## config.mk

```make
export PLATFORM = sky130hd
export DESIGN_NAME = periodic_soft_timer_table_top
export DESIGN_NICKNAME = d
export VERILOG_FILES = /design/src/pstt_pkg.sv /design/src/pstt_table.sv /design/src/pstt_eval.sv /design/src/periodic_soft_timer_table_top.sv
export SDC_FILE = /design/constraint.sdc
export NUM_CORES = 1
export LEC_CHECK = 0
export BUFFER_PORTS_ARGS = -buffer_cell sky130_fd_sc_hd__buf_4
export CELL_PAD_IN_SITES_DETAIL_PLACEMENT = 1
export CELL_PAD_IN_SITES_GLOBAL_PLACEMENT = 1
export CORE_MARGIN = 5
export CORE_UTILIZATION = 36
export DETAILED_ROUTE_END_ITERATION = 12
export PLACE_DENSITY = 0.51
export RECOVER_POWER = 50
export SKIP_CTS_REPAIR_TIMING = 1
export SLEW_MARGIN = 30
export SYNTH_ARGS = -nofsm -noshare
export SYNTH_HDL_FRONTEND = slang
export SYNTH_SLANG_ARGS = --single-unit
```

## constraint.sdc

```tcl
create_clock -name i_clk -period 11.3 [get_ports i_clk]
set_clock_uncertainty 0.05 [all_clocks]
set_input_delay 2.26 -clock i_clk [delete_from_list [all_inputs] [get_ports i_clk]]
set_output_delay 2.26 -clock i_clk [all_outputs]
set_load 0.01 [all_outputs]
```

## src/pstt_pkg.sv

```systemverilog
`default_nettype none
package pstt_pkg;

    localparam int NUM_TIMERS_DEF = 16;
    localparam int ACT_W          = 2;
    localparam int ID_W           = 4;
    localparam int PERIOD_W       = 16;
    localparam int TICK_W         = 32;

    typedef enum logic [ACT_W-1:0] {
        ACT_TICK = 2'd0,
        ACT_ARM  = 2'd1,
        ACT_POLL = 2'd2
    } t_action;

    // table write from the evaluation stage; armed is always set by a write
    typedef struct packed {
        logic                en;
        logic [PERIOD_W-1:0] period;
        logic [TICK_W-1:0]   deadline;
    } t_tbl_wr;

    // entry as read out of the table
    typedef struct packed {
        logic                armed;
        logic [PERIOD_W-1:0] period;
        logic [TICK_W-1:0]   deadline;
    } t_tbl_rd;

endpackage
`default_nettype wire

```

## src/pstt_table.sv

```systemverilog
`default_nettype none
module pstt_table
    import pstt_pkg::*;
#(
    parameter int NUM_TIMERS = NUM_TIMERS_DEF,
    parameter int IDX_W      = 4
) (
    input  wire logic             i_clk,
    input  wire logic             i_rst_n,
    input  wire logic             i_rd_en,
    input  wire logic [IDX_W-1:0] i_rd_addr,
    output t_tbl_rd               o_rd,
    input  wire logic [IDX_W-1:0] i_wr_addr,
    input  wire t_tbl_wr          i_wr
);

    logic [NUM_TIMERS-1:0] r_armed;
    logic [PERIOD_W-1:0]   r_period_mem   [NUM_TIMERS];
    logic [TICK_W-1:0]     r_deadline_mem [NUM_TIMERS];
    t_tbl_rd               r_rd;
    logic                  fwd;

    assign fwd  = i_wr.en && (i_wr_addr == i_rd_addr);
    assign o_rd = r_rd;

    always_ff @(posedge i_clk) begin
        if (!i_rst_n) begin
            r_armed <= '0;
        end else if (i_wr.en) begin
            r_armed[i_wr_addr] <= 1'b1;
        end
    end

    always_ff @(posedge i_clk) begin
        if (i_wr.en) begin
            r_period_mem[i_wr_addr]   <= i_wr.period;
            r_deadline_mem[i_wr_addr] <= i_wr.deadline;
        end
    end

    // registered read; a write to the same entry in this cycle bypasses the array
    always_ff @(posedge i_clk) begin
        if (i_rd_en) begin
            if (fwd) begin
                r_rd.armed    <= 1'b1;
                r_rd.period   <= i_wr.period;
                r_rd.deadline <= i_wr.deadline;
            end else begin
                r_rd.armed    <= r_armed[i_rd_addr];
                r_rd.period   <= r_period_mem[i_rd_addr];
                r_rd.deadline <= r_deadline_mem[i_rd_addr];
            end
        end
    end

endmodule
`default_nettype wire

```

## src/pstt_eval.sv

```systemverilog
`default_nettype none
module pstt_eval
    import pstt_pkg::*;
#(
    parameter int NUM_TIMERS = NUM_TIMERS_DEF
) (
    input  wire logic [ACT_W-1:0]    i_action,
    input  wire logic [ID_W-1:0]     i_timer_id,
    input  wire logic [PERIOD_W-1:0] i_delay_ms,
    input  wire logic [TICK_W-1:0]   i_tick,
    input  wire t_tbl_rd             i_rd,
    output logic                     o_expired,
    output logic                     o_tick_inc,
    output t_tbl_wr                  o_wr
);

    logic in_range;
    logic due;

    assign in_range = (32'(i_timer_id) < NUM_TIMERS);
    // plain unsigned compare, not wrap-safe
    assign due      = in_range && i_rd.armed && (i_tick >= i_rd.deadline);

    always_comb begin
        o_expired   = 1'b0;
        o_tick_inc  = 1'b0;
        o_wr.en     = 1'b0;
        o_wr.period = i_delay_ms;
        case (t_action'(i_action))
            ACT_TICK: begin
                o_tick_inc = 1'b1;
            end
            ACT_ARM: begin
                o_wr.en = in_range;
            end
            ACT_POLL: begin
                o_expired   = due;
                o_wr.en     = due;
                o_wr.period = i_rd.period;
            end
            default: begin
            end
        endcase
        o_wr.deadline = i_tick + TICK_W'(o_wr.period);
    end

endmodule
`default_nettype wire

```

## src/periodic_soft_timer_table_top.sv

```systemverilog
// An accepted item passes the evaluation stage register, then the output register.
// Throughput: one item per cycle but for output stalls; the table read at accept
// and its write when it leaves evaluation, with a bypass, carry item dependency.
// Reset (synchronous, active low) clears the tick count, all armed bits and the
// stage valids; period and deadline entries are only read once armed.
`default_nettype none
module periodic_soft_timer_table_top
    import pstt_pkg::*;
#(
    parameter int NUM_TIMERS = NUM_TIMERS_DEF
) (
    input  wire logic                i_clk,
    input  wire logic                i_rst_n,
    input  wire logic                i_in_valid,
    output logic                     o_in_stall,
    input  wire logic [ACT_W-1:0]    i_action,
    input  wire logic [ID_W-1:0]     i_timer_id,
    input  wire logic [PERIOD_W-1:0] i_delay_ms,
    output logic                     o_out_valid,
    input  wire logic                i_out_stall,
    output logic                     o_expired
);

    localparam int IDX_W = (NUM_TIMERS > 1) ? $clog2(NUM_TIMERS) : 1;

    logic                r_s1_valid;
    logic [ACT_W-1:0]    r_action;
    logic [ID_W-1:0]     r_timer_id;
    logic [PERIOD_W-1:0] r_delay_ms;
    logic [TICK_W-1:0]   r_tick;
    logic                r_out_valid;
    logic                r_expired;

    logic    out_free;
    logic    in_accept;
    logic    s1_fire;
    t_tbl_rd rd;
    t_tbl_wr wr;
    logic    ev_expired;
    logic    ev_tick_inc;

    assign out_free    = !r_out_valid || !i_out_stall;
    assign o_in_stall  = r_s1_valid && !out_free;
    assign in_accept   = i_in_valid && !o_in_stall;
    assign s1_fire     = r_s1_valid && out_free;
    assign o_out_valid = r_out_valid;
    assign o_expired   = r_expired;

    pstt_table #(
        .NUM_TIMERS (NUM_TIMERS),
        .IDX_W      (IDX_W)
    ) u_table (
        .i_clk     (i_clk),
        .i_rst_n   (i_rst_n),
        .i_rd_en   (in_accept),
        .i_rd_addr (IDX_W'(i_timer_id)),
        .o_rd      (rd),
        .i_wr_addr (IDX_W'(r_timer_id)),
        .i_wr      (wr)
    );

    t_tbl_wr ev_wr;

    pstt_eval #(
        .NUM_TIMERS (NUM_TIMERS)
    ) u_eval (
        .i_action   (r_action),
        .i_timer_id (r_timer_id),
        .i_delay_ms (r_delay_ms),
        .i_tick     (r_tick),
        .i_rd       (rd),
        .o_expired  (ev_expired),
        .o_tick_inc (ev_tick_inc),
        .o_wr       (ev_wr)
    );

    // state changes only when the item leaves the evaluation stage
    always_comb begin
        wr    = ev_wr;
        wr.en = ev_wr.en && s1_fire;
    end

    always_ff @(posedge i_clk) begin
        if (!i_rst_n) begin
            r_s1_valid  <= 1'b0;
            r_out_valid <= 1'b0;
            r_tick      <= '0;
        end else begin
            if (!o_in_stall) begin
                r_s1_valid <= i_in_valid;
            end
            if (out_free) begin
                r_out_valid <= r_s1_valid;
            end
            if (s1_fire && ev_tick_inc) begin
                r_tick <= r_tick + TICK_W'(1);
            end
        end
    end

    always_ff @(posedge i_clk) begin
        if (in_accept) begin
            r_action   <= i_action;
            r_timer_id <= i_timer_id;
            r_delay_ms <= i_delay_ms;
        end
        if (s1_fire) begin
            r_expired <= ev_expired;
        end
    end

`ifndef NO_ASSERTIONS
    a_tick_step: assert property (@(posedge i_clk) disable iff (!i_rst_n)
        (s1_fire && ev_tick_inc) |=> (r_tick == $past(r_tick) + TICK_W'(1)))
        else $error("tick count did not advance by one");

    a_expire_armed: assert property (@(posedge i_clk) disable iff (!i_rst_n)
        (s1_fire && ev_expired) |-> (rd.armed && wr.en))
        else $error("expiry without an armed entry or re-arm write");

    a_tick_hold: assert property (@(posedge i_clk) disable iff (!i_rst_n)
        !(s1_fire && ev_tick_inc) |=> $stable(r_tick))
        else $error("tick count changed without a tick item");
`endif

endmodule
`default_nettype wire

```

==> results_dict.tcl <==
set metrics [dict create \
    die_area_um2 106000 \
    initialDrtViolationCount 1366 \
    final_common_cell "edfxtp_1" \
    cts_htree_levels 3 \
    timing.critical_path.to_type "flip-flop" \
    asyncSetResetFlopFracSynth 0 \
    combinationalPowerShare 0.039 \
    core_um2 98700 \
    min_period_over_period 0.690 \
    report.final.slew_viol_count 394 \
    place.port_buffers 28 \
    tritoncts_clock_tree "yes" \
    cts.reportedPaths.clkPinSlew_ns 0.06 \
    area_growth_syn_to_layout_pct 14.3 \
    maxClockFrequency_mhz 128 \
    setup.reg_to_reg.worst_slack_ns 3.93 \
    yosysSeqAreaShare 0.730 \
    worst-path-max-fanout 53 \
    detail_route.drc_violations 0 \
    net_switching_component_of_the_power_w 0.00145 \
    syn_nets 1838 \
    first_global_vias 19000 \
    routedWlPerCell_um 28.8 \
    clock-root-buffer "clkbuf_16" \
    grt_max_degree 86 \
    report.final.setup_viol 0 \
    initial_utilization 0.364 \
    synth_edf_count 840 \
    slew_headroom -2.03 \
    hold_viol_final 0 \
    place.detailed.hpwl_um 48700 \
    largest_family_of_logic_cells_by_synthesized_area "multiplexers" \
    power_w 0.00711 \
    antennaDiodeCount 0 \
    post_synth_xor_area_fraction 0.0139 \
    totalNegativeSetupSlack_ns 0 \
    outcome "finished with violations" \
    die_height_um 326 \
    cts-buffers-inserted 96 \
    drt_antenna_net_count 0 \
    finalCriticalPeriod_ns 7.79 \
    synthAdderAreaFrac 0.0187 \
    grt_first_pass_wirelength_um 135000 \
    worstSkewPairLatency_ns 0.65 \
    number_of_standard_cells_after_synthesis 1759 \
    violations "max-capacitance violations, max-slew violations" \
    final.setup.worst_slack_ns 3.51 \
    worstSetupStartpointType "primary input" \
    layout-drive-gt1-share 0.233 \
    post_synth_num_cell_types 50 \
    ys_seq_elements 890 \
    muxShareOfSynthArea 0.175 \
    ioPinCount 29 \
    post_synth_and_or_nand_nor_area_fraction 0.0286 \
    worst_setup_path_class "primary input to flip-flop" \
    peakVddDrop_v 0.000107 \
    worstMarginPinSlew_ns 4.55 \
    switching_share 0.204 \
    die_w_um 326 \
    grt-ovfl-total 0 \
    clock_sinks 890 \
    dr.pass1.iters 4 \
    clockBufferDepth 3 \
    grt_antenna_before_repair 2 \
    routabilityCongestion 0.748 \
    postSynth.topFlopCell "edfxtp_1" \
    cp_data_arrival_time_ns 7.89 \
    num_rows 115 \
    power_density_of_the_placed_cells_nw_per_um2 173 \
    leakage_nw 13.7 \
    synth_compound_area_frac 0.0199 \
    reported_max_cap_violation_count 16 \
    leading_cell_types_in_the_layout_fill_and_taps_excluded "edfxtp_1, mux4_2, clkbuf_16" \
    global_route.usage.total 0.174 \
    vias 17500 \
    grt_setup_unrepaired "no" \
    synth.avg_cell_area_um2 20.4 \
    nNetsFinal 1928 \
    critPathRequiredTime_ns 11.40 \
    via_per_inst 5.45 \
    yosys_warnings 0 \
    hold_path_class "flip-flop to flip-flop" \
    detail_route.wirelength_um 92500 \
    internal_cell_power_w 0.00566 \
    pre_cts_ws_ns 5.31 \
    share_seq_of_total_power 0.513 \
    netlist_area_um2 35900 \
    power.share.clock 0.448 \
]
synth_stat cells (all sizes together) (2+ instances only):
| cell | number | area, um^2 |
|---|---|---|
| nand2b | 3 | 18.8 |
| o21ai | 38 | 190 |
| or2 | 2 | 12.5 |
| and4 | 5 | 43.8 |
| o21a | 7 | 52.6 |
| o21bai | 2 | 15.0 |
| or3 | 4 | 25.0 |
| nand3 | 13 | 65.1 |
| nor2 | 30 | 113 |
| clkbuf | 58 | 218 |
| a211oi | 7 | 52.6 |
| xor2 | 25 | 219 |
| a221oi | 2 | 17.5 |
| o211ai | 2 | 20.0 |
| buf | 23 | 108 |
| a2111oi | 3 | 26.3 |
| xnor2 | 32 | 280 |
| mux4 | 245 | 5520 |
| mux2 | 64 | 754 |
| inv | 48 | 180 |
| a211o | 3 | 26.3 |
| nor4 | 4 | 25.0 |
| nand2 | 64 | 240 |
| edfxtp | 840 | 25200 |
| nand4 | 19 | 119 |
| and2 | 24 | 150 |
| and3 | 5 | 31.3 |
| a21boi | 8 | 60.1 |
| nor3 | 14 | 70.1 |
| nor2b | 16 | 100 |
| ha | 52 | 651 |
| dfxtp | 50 | 1000 |
| a21o | 6 | 45.0 |
| a31oi | 2 | 12.5 |
| a21oi | 30 | 150 |
| o311ai | 2 | 17.5 |
routing by layer:
metal / GRT usage / vias to the layer above / wire length [um]
li1: - / 7396 / -
met1: 0.251 / 9654 / 42700
met2: 0.283 / 361 / 44400
met3: 0.0297 / 121 / 3790
met4: 0.0363 / 0 / 1670
met5: 0 / - / 0
worst paths after layout:
kind | from | end | depth (start not counted)
setup / recovery | i_out_stall | u_table.o_rd[28] | 4
hold / removal | u_table.r_armed[0] | u_table.r_armed[0] | 2
setup reg to reg | r_action[0] | u_table.r_period_mem[10][6] | 8
hold reg to reg | u_table.r_armed[0] | u_table.r_armed[0] | 2
state kept, by name (all words and copies together), names as in the netlist:
| name | cells |
|---|---|
| o_expired | 1 |
| r_delay_ms | 16 |
| r_action | 2 |
| u_table.o_rd | 49 |
| u_table.r_deadline_mem | 512 |
| o_out_valid | 1 |
| r_s1_valid | 1 |
| u_table.r_period_mem | 256 |
| u_table.r_armed | 16 |
| r_tick | 32 |
| r_timer_id | 4 |
through the flow:
step | area (um^2) | instances | hold slack [ns] | util
4_1_cts | 41200 | 3216 | 0.407 | 0.418
5_1_grt | 41100 | 3218 | 0.437 | 0.416
2_1_floorplan | 35900 | 1759 | 0.370 | -
3_3_place_gp | 37900 | 3035 | 0.381 | 0.384
3_5_place_dp | 38000 | 3036 | 0.393 | 0.385
6_report | 41100 | 3218 | 0.405 | 0.416
cell families (layout without fill, tap and decap cells):
group                      count (synthesis)  after routing
DFF                                      890            890
muxes                                    310            310
and+or+nand+nor                          205            205
adders and majority gates                 53             53
xor gates and xnor gates                  57             57
buffers and inverters                    129            301
AOI/OAI and AO/OA                        115            115
power by group through the flow:
stage	sequential [W]	clock (W)	combinational, W
6_report	0.00365	0.00318	0.000280
5_1_grt	0.00365	0.00342	0.000306
4_1_cts	0.00364	0.00327	0.000292
3_5_place_dp	0.00371	0	0.000291
3_3_place_gp	0.00371	0	0.000283
2_1_floorplan	0.00371	0	0.000192
worst max-delay path, stage by stage:
cell and delay, ns:
clkbuf_1 0.09, and3_1 0.22, nor2b_1 1.89, clkbuf_1 3.32
final cells by class:
| class | count | area, um^2 |
|---|---|---|
| clock inverters | 54 | 586 |
| repair buffers | 73 | 529 |
| fillers | 9288 | 57700 |
| well taps | 1287 | 1610 |
| clock buffers | 126 | 2600 |
| multi-input cells | 740 | 9330 |
| flip-flops and latches | 890 | 26200 |
| inverters | 48 | 180 |
No activity file was read; power rests on OpenSTA's default activity.
